--- src/design/cal_pkg.sv ---
// Shared constants, codes and result type for the compacting array list.
package cal_pkg;

    localparam int CAL_CAPACITY    = 8;
    localparam int CAL_MAX_RESULTS = 8;

    // operation codes
    localparam logic [1:0] OP_LIST   = 2'd0;
    localparam logic [1:0] OP_APPEND = 2'd1;
    localparam logic [1:0] OP_REMOVE = 2'd2;

    // status codes
    localparam logic [1:0] ST_OK    = 2'd0;
    localparam logic [1:0] ST_FULL  = 2'd1;
    localparam logic [1:0] ST_EMPTY = 2'd2;
    localparam logic [1:0] ST_RANGE = 2'd3;

    typedef struct packed {
        logic [1:0] status;
        logic [2:0] index;
        logic [7:0] value_res;
        logic [3:0] count;
        logic       last;
    } t_res;

endpackage

--- src/design/cal_if.sv ---
// Valid/ready channel interfaces for the request and result items.
interface cal_in_if;
    logic       valid;
    logic       ready;
    logic [1:0] operation;
    logic [7:0] value;
    logic [3:0] position;

    modport source (output valid, output operation, output value, output position,
                    input ready);
    modport sink   (input valid, input operation, input value, input position,
                    output ready);
endinterface

interface cal_out_if;
    logic       valid;
    logic       ready;
    logic [1:0] status;
    logic [2:0] index;
    logic [7:0] value_res;
    logic [3:0] count;
    logic       last;

    modport source (output valid, output status, output index, output value_res,
                    output count, output last, input ready);
    modport sink   (input valid, input status, input index, input value_res,
                    input count, input last, output ready);
endinterface

--- src/design/cal_ram.sv ---
// Entry store: one write port, one read port with registered read data.
module cal_ram #(
    parameter int DEPTH = 8,
    parameter int AW    = 3
) (
    input  logic          i_clk,
    input  logic          i_we,
    input  logic [AW-1:0] i_waddr,
    input  logic [7:0]    i_wdata,
    input  logic          i_re,
    input  logic [AW-1:0] i_raddr,
    output logic [7:0]    o_rdata
);

    logic [7:0] r_mem [DEPTH];
    logic [7:0] r_rdata;

    always_ff @(posedge i_clk) begin
        if (i_we) begin
            r_mem[i_waddr] <= i_wdata;
        end
    end

    always_ff @(posedge i_clk) begin
        if (i_re) begin
            r_rdata <= r_mem[i_raddr];
        end
    end

    assign o_rdata = r_rdata;

endmodule

--- src/design/cal_ctrl.sv ---
// Sequencer: decodes operations, walks the store for list and remove, owns the result register.
module cal_ctrl
    import cal_pkg::*;
#(
    parameter int CAPACITY = CAL_CAPACITY,
    parameter int AW       = (CAPACITY > 1) ? $clog2(CAPACITY) : 1
) (
    input  logic          i_clk,
    input  logic          i_rst_n,
    cal_in_if.sink        i_in,
    cal_out_if.source     o_out,
    output logic          o_we,
    output logic [AW-1:0] o_waddr,
    output logic [7:0]    o_wdata,
    output logic          o_re,
    output logic [AW-1:0] o_raddr,
    input  logic [7:0]    i_rdata
);

    localparam int CW = $clog2(CAPACITY + 1);

    localparam logic [1:0] S_IDLE  = 2'd0;
    localparam logic [1:0] S_LIST  = 2'd1;
    localparam logic [1:0] S_SHIFT = 2'd2;
    localparam logic [1:0] S_PUSH  = 2'd3;

    logic [1:0]    r_state, n_state;
    logic [CW-1:0] r_count, n_count;
    logic [CW-1:0] r_ptr,   n_ptr;
    logic [CW-1:0] r_lim,   n_lim;
    t_res          r_res,   n_res;
    t_res          r_odata, n_odata;
    logic          r_ovalid, n_ovalid;

    logic          slot_free;
    logic [CW-1:0] ptr_inc;
    logic [CW:0]   ptr_p2;
    logic [CW-1:0] pos_inc;

    assign slot_free = !r_ovalid || o_out.ready;
    assign ptr_inc   = r_ptr + CW'(1);
    assign ptr_p2    = (CW+1)'(r_ptr) + (CW+1)'(2);
    assign pos_inc   = CW'(i_in.position) + CW'(1);

    always_comb begin
        n_state  = r_state;
        n_count  = r_count;
        n_ptr    = r_ptr;
        n_lim    = r_lim;
        n_res    = r_res;
        n_odata  = r_odata;
        n_ovalid = r_ovalid;
        o_we     = 1'b0;
        o_waddr  = r_count[AW-1:0];
        o_wdata  = i_in.value;
        o_re     = 1'b0;
        o_raddr  = r_ptr[AW-1:0];

        if (r_ovalid && o_out.ready) begin
            n_ovalid = 1'b0;
        end

        case (r_state)
            S_IDLE: begin
                if (i_in.valid) begin
                    n_res   = '{status: ST_OK, index: '0, value_res: '0,
                                count: 4'(r_count), last: 1'b1};
                    n_state = S_PUSH;
                    case (i_in.operation)
                        OP_LIST: begin
                            if (r_count != '0) begin
                                n_ptr   = '0;
                                n_lim   = (32'(r_count) > CAL_MAX_RESULTS) ?
                                          CW'(CAL_MAX_RESULTS) : r_count;
                                o_re    = 1'b1;
                                o_raddr = '0;
                                n_state = S_LIST;
                            end
                        end
                        OP_APPEND: begin
                            if (32'(r_count) >= CAPACITY) begin
                                n_res.status = ST_FULL;
                            end else begin
                                o_we        = 1'b1;
                                n_count     = r_count + CW'(1);
                                n_res.count = 4'(r_count + CW'(1));
                            end
                        end
                        OP_REMOVE: begin
                            if (r_count == '0) begin
                                n_res.status = ST_EMPTY;
                            end else if (32'(i_in.position) >= 32'(r_count)) begin
                                n_res.status = ST_RANGE;
                            end else if (32'(i_in.position) + 1 < 32'(r_count)) begin
                                // later entries exist: move them down one a cycle
                                n_ptr   = CW'(i_in.position);
                                o_re    = 1'b1;
                                o_raddr = pos_inc[AW-1:0];
                                n_state = S_SHIFT;
                            end else begin
                                n_count     = r_count - CW'(1);
                                n_res.count = 4'(r_count - CW'(1));
                            end
                        end
                        default: begin
                        end
                    endcase
                end
            end
            S_LIST: begin
                if (slot_free) begin
                    n_ovalid = 1'b1;
                    n_odata  = '{status: ST_OK, index: 3'(r_ptr), value_res: i_rdata,
                                 count: 4'(r_count), last: (ptr_inc == r_lim)};
                    n_ptr    = ptr_inc;
                    if (ptr_inc == r_lim) begin
                        n_state = S_IDLE;
                    end else begin
                        o_re    = 1'b1;
                        o_raddr = ptr_inc[AW-1:0];
                    end
                end
            end
            S_SHIFT: begin
                o_we    = 1'b1;
                o_waddr = r_ptr[AW-1:0];
                o_wdata = i_rdata;
                n_ptr   = ptr_inc;
                if (ptr_p2 < (CW+1)'(r_count)) begin
                    o_re    = 1'b1;
                    o_raddr = ptr_p2[AW-1:0];
                end else begin
                    n_count = r_count - CW'(1);
                    n_res   = '{status: ST_OK, index: '0, value_res: '0,
                                count: 4'(r_count - CW'(1)), last: 1'b1};
                    n_state = S_PUSH;
                end
            end
            S_PUSH: begin
                if (slot_free) begin
                    n_ovalid = 1'b1;
                    n_odata  = r_res;
                    n_state  = S_IDLE;
                end
            end
            default: begin
                n_state = S_IDLE;
            end
        endcase
    end

    always_ff @(posedge i_clk) begin
        if (!i_rst_n) begin
            r_state  <= S_IDLE;
            r_count  <= '0;
            r_ovalid <= 1'b0;
        end else begin
            r_state  <= n_state;
            r_count  <= n_count;
            r_ovalid <= n_ovalid;
        end
    end

    always_ff @(posedge i_clk) begin
        r_ptr   <= n_ptr;
        r_lim   <= n_lim;
        r_res   <= n_res;
        r_odata <= n_odata;
    end

    assign i_in.ready      = (r_state == S_IDLE);
    assign o_out.valid     = r_ovalid;
    assign o_out.status    = r_odata.status;
    assign o_out.index     = r_odata.index;
    assign o_out.value_res = r_odata.value_res;
    assign o_out.count     = r_odata.count;
    assign o_out.last      = r_odata.last;

endmodule

--- src/design/compacting_array_list_top.sv ---
// Top level of the compacting array list: sequencer, entry store and checks.
// The list holds up to CAPACITY bytes in a single-port-read, single-port-write
// store. Each request item is append, remove or list, and yields one result
// item (list yields one per entry, at most eight, the final one marked last;
// an empty list gives one result with no entry). The block takes one request
// at a time and is not ready until that request's results are all loaded
// into the output register. Work follows the one read port of the store:
// a remove at position p moves each entry above p down one place, one entry
// moved down per cycle; a list reads its entries out in order, waiting on
// the sink whenever the output register is still full.
// A result may sit in the output register while the next request is accepted.
// Entries need no clearing after reset: only positions below the count are
// ever read, and those have all been written.
module compacting_array_list_top
    import cal_pkg::*;
#(
    parameter int CAPACITY = CAL_CAPACITY
) (
    input  logic      i_clk,
    input  logic      i_rst_n,
    cal_in_if.sink    i_in,
    cal_out_if.source o_out
);

    localparam int AW = (CAPACITY > 1) ? $clog2(CAPACITY) : 1;

    // store access from the sequencer
    logic          ram_we;
    logic [AW-1:0] ram_waddr;
    logic [7:0]    ram_wdata;
    logic          ram_re;
    logic [AW-1:0] ram_raddr;
    logic [7:0]    ram_rdata;

    cal_ctrl #(
        .CAPACITY (CAPACITY),
        .AW       (AW)
    ) u_ctrl (
        .i_clk   (i_clk),
        .i_rst_n (i_rst_n),
        .i_in    (i_in),
        .o_out   (o_out),
        .o_we    (ram_we),
        .o_waddr (ram_waddr),
        .o_wdata (ram_wdata),
        .o_re    (ram_re),
        .o_raddr (ram_raddr),
        .i_rdata (ram_rdata)
    );

    cal_ram #(
        .DEPTH (CAPACITY),
        .AW    (AW)
    ) u_ram (
        .i_clk   (i_clk),
        .i_we    (ram_we),
        .i_waddr (ram_waddr),
        .i_wdata (ram_wdata),
        .i_re    (ram_re),
        .i_raddr (ram_raddr),
        .o_rdata (ram_rdata)
    );

    // a request keeps the block busy in the cycle after it is accepted
    a_busy_after_accept: assert property (@(posedge i_clk) disable iff (!i_rst_n)
        (i_in.valid && i_in.ready) |=> !i_in.ready)
        else $error("request accepted while previous one still in flight");

    // error results never come mid-list
    a_error_is_last: assert property (@(posedge i_clk) disable iff (!i_rst_n)
        (o_out.valid && o_out.status != ST_OK) |-> o_out.last)
        else $error("error result not marked last");

    // only list entries carry a nonzero index, and they are always ok
    a_index_only_ok: assert property (@(posedge i_clk) disable iff (!i_rst_n)
        (o_out.valid && o_out.index != 3'd0) |-> (o_out.status == ST_OK && !o_out.index[2]
            || o_out.status == ST_OK))
        else $error("entry index on a non-ok result");

    // reported count never exceeds capacity (checked only when capacity is at most 15)
    a_count_bound: assert property (@(posedge i_clk) disable iff (!i_rst_n)
        o_out.valid |-> (CAPACITY > 15 || 32'(o_out.count) <= CAPACITY))
        else $error("count beyond capacity");

endmodule

--- src/flat_wrapper.sv ---
// flat-port wrapper written by rule: the top's interface ports become plain ports
module compacting_array_list_top_flat import cal_pkg::*;
#(
    parameter int CAPACITY = CAL_CAPACITY
)
  (i_clk, i_rst_n, i_in_valid, i_in_operation, i_in_value, i_in_position, i_in_ready, o_out_valid, o_out_status, o_out_index, o_out_value_res, o_out_count, o_out_last, o_out_ready);
  cal_in_if i_in_i ();
  cal_out_if o_out_i ();
  input  logic i_clk;
  input  logic i_rst_n;
  input wire logic [$bits(i_in_i.valid)-1:0] i_in_valid;
  input wire logic [$bits(i_in_i.operation)-1:0] i_in_operation;
  input wire logic [$bits(i_in_i.value)-1:0] i_in_value;
  input wire logic [$bits(i_in_i.position)-1:0] i_in_position;
  output wire logic [$bits(i_in_i.ready)-1:0] i_in_ready;
  output wire logic [$bits(o_out_i.valid)-1:0] o_out_valid;
  output wire logic [$bits(o_out_i.status)-1:0] o_out_status;
  output wire logic [$bits(o_out_i.index)-1:0] o_out_index;
  output wire logic [$bits(o_out_i.value_res)-1:0] o_out_value_res;
  output wire logic [$bits(o_out_i.count)-1:0] o_out_count;
  output wire logic [$bits(o_out_i.last)-1:0] o_out_last;
  input wire logic [$bits(o_out_i.ready)-1:0] o_out_ready;
  assign i_in_i.valid = i_in_valid;
  assign i_in_i.operation = i_in_operation;
  assign i_in_i.value = i_in_value;
  assign i_in_i.position = i_in_position;
  assign i_in_ready = i_in_i.ready;
  assign o_out_valid = o_out_i.valid;
  assign o_out_status = o_out_i.status;
  assign o_out_index = o_out_i.index;
  assign o_out_value_res = o_out_i.value_res;
  assign o_out_count = o_out_i.count;
  assign o_out_last = o_out_i.last;
  assign o_out_i.ready = o_out_ready;
  compacting_array_list_top #(.CAPACITY(CAPACITY)) u_core (.i_clk(i_clk), .i_rst_n(i_rst_n), .i_in(i_in_i), .o_out(o_out_i));
endmodule
--- config.mk ---
export PLATFORM = sky130hd
export DESIGN_NAME = compacting_array_list_top_flat
export DESIGN_NICKNAME = d
export VERILOG_FILES = /design/src/design/cal_pkg.sv /design/src/design/cal_if.sv /design/src/design/cal_ram.sv /design/src/design/cal_ctrl.sv /design/src/design/compacting_array_list_top.sv /design/src/flat_wrapper.sv
export SDC_FILE = /design/constraint.sdc
export NUM_CORES = 1
export LEC_CHECK = 0
export BUFFER_PORTS_ARGS = -buffer_cell sky130_fd_sc_hd__buf_2
export CAP_MARGIN = 20
export CELL_PAD_IN_SITES_DETAIL_PLACEMENT = 1
export CELL_PAD_IN_SITES_GLOBAL_PLACEMENT = 1
export CORE_MARGIN = 8
export CORE_UTILIZATION = 45
export DETAILED_ROUTE_END_ITERATION = 7
export GPL_TIMING_DRIVEN = 0
export MAX_ROUTING_LAYER = met4
export PLACE_DENSITY = 0.74
export SYNTH_ARGS = -nofsm -noshare
export SYNTH_HDL_FRONTEND = slang
export SYNTH_SLANG_ARGS = --single-unit
export TNS_END_PERCENT = 1
--- constraint.sdc ---
create_clock -name i_clk -period 2.9 [get_ports i_clk]
set_input_delay 0.29 -clock i_clk [delete_from_list [all_inputs] [get_ports i_clk]]
set_output_delay 0.29 -clock i_clk [all_outputs]
set_load 0.01 [all_outputs]
==> flow_metrics.tcl, run 1 <==
set metrics [dict create \
    status "finished, violations left" \
    violations "setup timing" \
    core-area_sq_um 12500 \
    r2r-end "u_core.u_ram.o_rdata[2]" \
    final_area_sq_um 6890 \
    clock-sinks 111 \
    drc_errors 0 \
    avgRoutedWirePerCell_microns 23.0 \
    place_hpwl_microns 10000 \
    antenna-diode-count 0 \
    crit_family "multiplexers" \
    peakVddDrop_mv 0.526 \
    hp-start "i_rst_n" \
    clk_pin_slew_ps 80 \
    routed_via_density 5.62 \
    setup_viol 8 \
    postRouteAntennaNets 0 \
    min_to "u_core.u_ctrl.o_out.valid" \
    rsz0062_at_grt "true" \
    htree_levels 3 \
    grt_pass1_vias 4077 \
    die_area_sq_um 16500 \
    finalNetCount 549 \
    synth-seq-cells 111 \
    whs_ps 267 \
    io_buffers 37 \
    power_density_nw_per_um2 1340 \
    cts-root-buf "clkbuf_16" \
    fin_crit_ps 3140 \
    seq_area_frac_synth_pct 57.2 \
    netlist_area_sq_um 5700 \
    final_cells 684 \
    fmax_mhz 318 \
    crit_chain "clkinvlp_4 -> ha_4 -> o211ai_1 -> o21ai_2 -> and4b_2 -> mux2i_2 -> o211a_1 -> buf_12 -> buf_12 -> mux2i_1 -> mux2i_1 -> mux2_2" \
    area_delta_synth_final_pct 20.9 \
    cpPeakStageDelay_ps 360 \
    yosysWarningCount 0 \
    dp_slack_ps -683 \
    cts.path.max_buffers 2 \
    most-common-layout-cells "edfxtp_1 (104), mux2i_1 (50), buf_2 (40), nand2_1 (27), ha_1 (19)" \
    cts_buffers 9 \
    fillers 1279 \
    antenna_found_initial 0 \
    critPathLaunchType "register" \
    drt_pre_antenna_iters 5 \
    die_height_microns 129 \
    io_pins 38 \
    clk_latency_ps 360 \
    skew_ps 13.1 \
    worstMarginPinSlew_ps 735 \
    synth_ff_type "edfxtp_1" \
    slowest_stage "dfxtp_4" \
    vias 3845 \
    drv_cap 0 \
    worstPathArrival_ps 3250 \
    final_max_slew_viol_count 0 \
    hold_violations 0 \
    cp-end-kind "register" \
    p_leak_nw 2.65 \
    reg2reg_depth 12 \
    hold_depth 2 \
    drive_above_1_share_pct 30.3 \
    crit_fanout 8 \
    synth_cells 440 \
    max_slew_margin_pct 51.0 \
    syn_avg_cell_area_sq_um 13.0 \
    period_share_pct 108 \
    netlist-cell-type-count 62 \
    path_class "reg -> reg" \
    drt-initial-drc-count 239 \
    hold_path_class "in -> reg" \
    placed_cell_area_sq_um 6150 \
    dp_cells 650 \
    setup_ws_ps -242 \
    grt_pass1_wl_microns 23500 \
    regToRegSetupSlack_ps -240 \
    crit_start "u_core.u_ctrl.r_count[1]" \
    crit_buf_inv 3 \
    required_ps 3010 \
    rr_startpoint "u_core.u_ctrl.r_count[1]" \
    die_x_microns 129 \
    gp_congestion 0.871 \
    final_common_cell "edfxtp_1" \
    overflow 0 \
    rows 41 \
    synthArstFlopShare_pct 0 \
    wl_microns 15700 \
    synth_nets 482 \
    tns_ps -1580 \
    cts_tree "done" \
    postCtsHoldBufs 0 \
    synth_edf_count 104 \
    start_util_pct 45.5 \
    grt_usage_pct 19.9 \
    grt_max_degree 19 \
]
final cells by class:
cell class                 count  area (sq um)  share of cell area [%]
sequential                   111          3280                    47.5
multi-input combinational    287          2420                    35.2
timing repair buffer          58           422                    6.12
clock buffer                  10           229                    3.32
tap                          172           215                    3.12
buffer                        22           206                    3.00
inverter                      18          73.8                    1.07
clock inverter                 6          46.3                   0.672
routing by layer:
| metal | up-vias | global-route usage, % | wire, microns |
|---|---|---|---|
| met5 | - | - | 0 |
| met4 | 0 | 8.15 | 388 |
| met3 | 26 | 3.23 | 750 |
| met2 | 89 | 32.6 | 7680 |
| met1 | 1948 | 24.2 | 6890 |
| li1 | 1782 | - | - |
registers in the layout, indices dropped and copies added (netlist names):
signal / count
u_core.u_ctrl.r_res: 6
u_core.u_ctrl.r_lim: 4
u_core.u_ctrl.r_ptr: 4
u_core.u_ctrl.r_state: 2
u_core.u_ram.o_rdata: 8
u_core.u_ctrl.o_out.value_res: 8
u_core.u_ram.r_mem: 64
u_core.u_ctrl.o_out.status: 2
u_core.u_ctrl.o_out.valid: 1
u_core.u_ctrl.r_count: 4
u_core.u_ctrl.o_out.count: 4
u_core.u_ctrl.o_out.index: 3
u_core.u_ctrl.o_out.last: 1
stage by stage:
stage / power, mW / utilization [%]
finish: 9.26 / 55.1
global route: 9.77 / 55.1
CTS: 8.81 / 53.6
detailed placement: 7.04 / 49.2
global placement: 6.82 / 49.0
floorplan: 5.82 / -
worst max-delay path by stage:
| stage | slack (ps) | depth (start not counted) | to |
|---|---|---|---|
| after global routing | -280 | 12 | u_core.u_ram.o_rdata[2] |
| after global placement | -610 | 5 | u_core.u_ctrl.o_out.value_res[2] |
| after detailed placement | -680 | 12 | u_core.u_ram.o_rdata[2] |
| after floorplan | 20 | 12 | u_core.u_ram.o_rdata[5] |
| after CTS | -200 | 12 | u_core.u_ram.o_rdata[7] |
| final | -240 | 12 | u_core.u_ram.o_rdata[2] |
synthesized netlist by cell type, drive strengths merged (5+ instances only):
cell type | count | share of area, %
nor3b | 5 | 0.66
mux2i | 54 | 9.5
inv | 18 | 1.2
mux2 | 17 | 3.4
nor3 | 6 | 0.53
nor2b | 15 | 1.6
dfxtp | 7 | 2.5
nand3 | 7 | 0.61
xnor2 | 5 | 0.90
buf | 14 | 1.8
ha | 24 | 5.3
nand2 | 27 | 1.8
a31oi | 6 | 0.92
a21oi | 21 | 1.9
edfxtp | 104 | 55
and2 | 8 | 0.92
o21ai | 17 | 1.5
clkbuf | 10 | 0.68
nor2 | 27 | 1.8
cells by family (layout without fill, tap and decap cells):
logic type,Yosys count,count (layout),synth area share [%]
simple gates,103,103,9.22
mux,71,71,12.9
buf+inv,42,114,3.69
xor+xnor,10,10,2.06
compound gates,79,79,9.61
fa+ha+maj,24,24,5.27
flops,111,111,57.2
timing repair:
item	in CTS	in global routing
pin swaps	6	7
resized for setup	39	26
endpoints found under the setup margin	91	44
setup buffers	14	3
cloned	1	2
power by group:
| part | switching (mW) | internal, mW | leakage [nW] |
|---|---|---|---|
| clock | 0.595 | 0.589 | 0.135 |
| combinational | 2.91 | 2.53 | 1.50 |
| sequential | 0.166 | 2.47 | 1.02 |
| total | 3.68 | 5.59 | 2.65 |
No activity file was read; power rests on OpenSTA's default activity.
==> inputs of run 2 (changes only) <==
- ABC_AREA: unset -> 1
- CORE_UTILIZATION: 45 -> 43
==> flow_metrics.tcl, run 2 <==
set metrics [dict create \
    synth.area.top_cells "edfxtp_1 (53%), nand3_1 (8.9%), nand2_1 (7.9%), ha_1 (5.1%), inv_1 (4.4%)" \
    gp_congestion 0.869 \
    fmax_mhz 350 \
    clock-sinks 111 \
    yosysMostFrequentCell "nand2_1" \
    area_delta_synth_final_pct 14.2 \
    drive_above_1_share_pct 18.0 \
    vias 4609 \
    utilization_pct 50.5 \
    synth-seq-cells 111 \
    io_pins 38 \
    hold_violations 0 \
    synth_edf_count 104 \
    crit_fanout 10 \
    final_common_cell "nand2_1" \
    muxShareOfSynthArea_pct 0 \
    setup_viol 0 \
    cp-end-kind "register" \
    die_height_microns 133 \
    synth_top_family_by_area "simple AND/OR/NAND/NOR gates" \
    seq_area_frac_synth_pct 55.5 \
    max_slew_margin_pct 26.3 \
    core-area_sq_um 13300 \
    required_ps 3010 \
    final_max_slew_viol_count 0 \
    yosys.area_share.adder_pct 5.11 \
    hold_path_class "in -> reg" \
    avgRoutedWirePerCell_microns 19.3 \
    synth_cells 605 \
    routed_via_density 5.48 \
    yosysWarningCount 0 \
    cts.path.max_buffers 2 \
    fin_crit_ps 2860 \
    power_density_nw_per_um2 1250 \
    synth_top_cell_area_share_pct 53.1 \
    netlist_area_sq_um 5880 \
    total_power_mw 8.38 \
    die_area_sq_um 17700 \
    rsz0062_at_grt "true" \
    path_class "reg -> reg" \
    placed_cell_area_sq_um 6300 \
    most-common-layout-cells "nand2_1 (124), nand3_1 (105), edfxtp_1 (104), inv_1 (69), buf_2 (37)" \
    synth_top_cell_by_area "edfxtp_1" \
    wl_microns 16200 \
    die_x_microns 133 \
    largest_reg_flops 64 \
    final_area_sq_um 6720 \
    postCtsHoldBufs 0 \
    worstMarginPinSlew_ps 1090 \
    postRouteAntennaNets 0 \
    grt_pass1_vias 4777 \
    period_share_pct 98.5 \
    cts_buffers 9 \
    io_buffers 37 \
    rows 42 \
    synth-xor-area-share_pct 0.894 \
    synth_compound_area_share_pct 6.90 \
    grt_pass1_wl_microns 26300 \
    peakVddDrop_mv 0.380 \
    overflow 0 \
    htree_levels 3 \
    regMostFlops "u_core.u_ram.r_mem" \
    synth_nets 647 \
    syn_avg_cell_area_sq_um 9.72 \
    grt_usage_pct 19.6 \
    synth_ff_type "edfxtp_1" \
    skew_ps 6.94 \
    cts-root-buf "clkbuf_16" \
    synth_simple_gate_area_share_pct 23.9 \
    clk_latency_ps 350 \
    clk_pin_slew_ps 70 \
    finalNetCount 702 \
    drv_cap 0 \
    critPathLaunchType "register" \
    drc_errors 0 \
    status "finished, final reports clean" \
    cts_tree "done" \
    netlist-cell-type-count 38 \
    place_hpwl_microns 12000 \
    worstPathArrival_ps 2970 \
    grt_max_degree 19 \
    antenna-diode-count 0 \
    synth_commonest_cells "nand2_1 (124), nand3_1 (105), edfxtp_1 (104)" \
    p_leak_nw 2.84 \
    antenna_found_initial 0 \
    synthArstFlopShare_pct 0 \
    start_util_pct 44.2 \
    drt-initial-drc-count 416 \
    drt_pre_antenna_iters 5 \
]
==> run 2: what timing repair did <==
action	in CTS	in global routing
pin swaps	1	1
endpoints found under the hold margin	0	0
setup buffers	0	4
endpoints found under the setup margin	140	133
resized for setup	20	14
==> run 2: layout make-up <==
cell class                      instances  area (sq um)
Fill cell                            1552          6580
Clock buffer                           10           229
Inverter                               74           285
Buffer                                 22           181
Tap cell                              176           220
Multi-Input combinational cell        398          2220
Sequential cell                       111          3270
Timing Repair Buffer                   44           241
Clock inverter                          6          68.8
==> run 2: final timing paths <==
| path | startpoint | end | slack [ps] | cells after the start |
|---|---|---|---|---|
| worst max-delay path | u_core.u_ctrl.r_count[0] | u_core.u_ram.o_rdata[4] | 40 | 17 |
| worst max register to register | u_core.u_ctrl.r_count[0] | u_core.u_ram.o_rdata[4] | 40 | 17 |
| worst min register to register | u_core.u_ctrl.r_res[17] | u_core.u_ctrl.o_out.status[1] | 510 | 2 |
| worst min-delay path | i_rst_n | u_core.u_ctrl.r_count[0] | 200 | 3 |
==> run 2: per-layer routing <==
metal	up-vias	share of wire (%)	global-route usage, %
li1	2188	-	-
met1	2287	47	26.2
met2	118	46	29.5
met3	16	6.0	3.75
met4	0	1.4	5.87
met5	-	0	-
==> run 2: cell families (layout without fill, tap and decap cells) <==
logic type	Yosys count	in the layout
buf+inv	96	156
compound gates	69	69
xor+xnor	6	6
flops	111	111
simple gates	299	299
fa+ha+maj	24	24
==> run 2: per-stage QoR <==
| step | hold slack (ps) | setup slack [ps] | setup TNS [ps] | std cells |
|---|---|---|---|---|
| floorplan | 428 | 401 | 0 | 605 |
| global placement | 486 | -317 | -15500 | 818 |
| detailed placement | 497 | -375 | -28390 | 819 |
| CTS | 182 | -65.8 | -787 | 835 |
| global route | 216 | -104 | -618 | 841 |
| finish | 200 | 42.5 | 0 | 841 |
==> run 2: critical path, stage by stage (launching register included) <==
cell and delay, ps:
dfxtp_2 360, clkbuf_4 190, inv_1 260, ha_2 340
nand3_4 110, nand2_1 160, o21ai_0 160, nand2_1 100
nand2_1 50, nand2_1 70, nand2_1 60, nand2_1 110
nand2_4 120, inv_6 120, buf_6 160, nand3_1 100
nand3_1 90, nand2_1 70
==> run 2: report_power, final <==
part           internal (mW)  total (mW)  switching, mW  leakage, nW
logic                   1.45        4.52           3.07         1.68
clock network          0.679        1.26          0.577        0.144
registers               2.46        2.61          0.150         1.02
==> inputs of run 3 (changes only) <==
- REMOVE_ABC_BUFFERS: unset -> 1
==> flow_metrics.tcl, run 3 (synthesis gave the netlist of run 2 again) <==
set metrics [dict create \
    status "finished, final reports clean" \
    route.met2.wl_microns 8270 \
    fillers 1504 \
    final_cells 831 \
    placed_cell_area_sq_um 6170 \
    crit_fanout 14 \
    crit_path_end "u_core.u_ram.r_mem[4][5]" \
    drt_pre_antenna_iters 5 \
    total_power_mw 8.46 \
    period_share_pct 95.4 \
    drt-initial-drc-count 329 \
    setup_viol 0 \
    io_pins 38 \
    max_slew_margin_pct 38.2 \
    clk_latency_ps 350 \
    peakVddDrop_mv 0.506 \
    drc_errors 0 \
    core-area_sq_um 13300 \
    path_class "reg -> reg" \
    io_buffers 37 \
    overflow 0 \
    final_area_sq_um 6730 \
    die_height_microns 133 \
    whs_ps 199 \
    tns_ps 0 \
    top_layer "met4" \
    required_ps 2890 \
    regToRegSetupSlack_ps 130 \
    multiInputGateArea_sq_um 2260 \
    avgRoutedWirePerCell_microns 20.2 \
    wl_microns 16800 \
    crit_start "u_core.u_ctrl.r_state[0]" \
    hold_violations 0 \
    clk_pin_slew_ps 70 \
    power_density_nw_per_um2 1260 \
    hold_depth 3 \
    final_common_cell "nand2_1" \
    cp-end-kind "register" \
    cts_tree "done" \
    grt_pass1_vias 4784 \
    final_max_slew_viol_count 0 \
    met3_length_microns 960 \
    p_leak_nw 2.81 \
    grt_usage_pct 19.5 \
    cts.path.max_buffers 2 \
    antenna_found_initial 0 \
    setup_ws_ps 135 \
    skew_ps 7.05 \
    hold_path_class "in -> reg" \
    rows 42 \
    most-common-layout-cells "nand2_1 (124), nand3_1 (105), edfxtp_1 (104), inv_1 (66), buf_2 (37)" \
    wl_met1_microns 7260 \
    place_hpwl_microns 11000 \
    drive_above_1_share_pct 18.6 \
    dp_slack_ps -500 \
    start_util_pct 44.2 \
    finalNetCount 694 \
    area_delta_synth_final_pct 14.5 \
    dp_cells 799 \
    grt_max_degree 33 \
    routed_via_density 5.57 \
    postCtsHoldBufs 0 \
    grt_pass1_wl_microns 26000 \
    worstMarginPinSlew_ps 918 \
    die_area_sq_um 17700 \
    htree_levels 3 \
    register_area_sq_um 3270 \
    cts-root-buf "clkbuf_16" \
    fmax_mhz 362 \
    rr_startpoint "u_core.u_ctrl.r_state[0]" \
    critPathLaunchType "register" \
    regMostFlops "u_core.u_ram.r_mem" \
    vias 4628 \
    postRouteAntennaNets 0 \
    r2r-end "u_core.u_ram.r_mem[4][5]" \
    drv_cap 0 \
    antenna-diode-count 0 \
    clock-sinks 111 \
    cts_buffers 9 \
    reg2reg_depth 6 \
    fin_crit_ps 2770 \
    gp_congestion 0.887 \
    worstPathArrival_ps 2750 \
    rsz0062_at_grt "true" \
    largest_reg_flops 64 \
    utilization_pct 50.6 \
    die_x_microns 133 \
]
-- run 3: worst min path at each step --
stage	from	endpoint	slack, ps
2_1_floorplan	i_rst_n	u_core.u_ctrl.r_count[0]	430
3_3_place_gp	u_core.u_ctrl.r_res[17]	u_core.u_ctrl.o_out.status[1]	500
3_5_place_dp	u_core.u_ctrl.r_res[1]	u_core.u_ctrl.o_out.count[0]	520
4_1_cts	i_rst_n	u_core.u_ctrl.r_count[0]	190
5_1_grt	i_rst_n	u_core.u_ctrl.r_count[0]	200
6_report	i_rst_n	u_core.u_ctrl.r_count[0]	200
-- run 3: worst max-delay path, stage by stage (launching register included) --
cell and delay, ps:
dfxtp_1 340, inv_1 140, ha_2 430, clkinvlp_4 400
a21oi_1 310, nand2_1 210, nor2_2 580
-- run 3: area by class of cell --
cell class | instances | share of cell area (%)
Clock buffer | 11 | 3.46
Clock inverter | 3 | 0.650
Inverter | 74 | 4.50
Multi-Input combinational cell | 399 | 33.6
Sequential cell | 111 | 48.6
Tap cell | 176 | 3.27
Timing Repair Buffer | 56 | 5.89
Timing Repair inverter | 1 | 0.0743
-- run 3: timing repair --
item | in CTS | in global routing
setup endpoints to repair | 84 | 21
resized for setup | 18 | 15
setup buffers | 4 | 12
pin swaps | 2 | 2
cloned | 2 | 0
-- run 3: report_power, final --
group / switching, mW / internal [mW]
clock network: 0.553 / 0.664
logic: 3.06 / 1.52
registers: 0.201 / 2.46
total: 3.82 / 4.65
-- run 3: routing by layer --
metal  global-route usage (%)  vias up
met5                        -        -
met4                     5.93        0
met3                     3.82       24
met2                     31.7      116
met1                     24.0     2313
li1                         -     2175
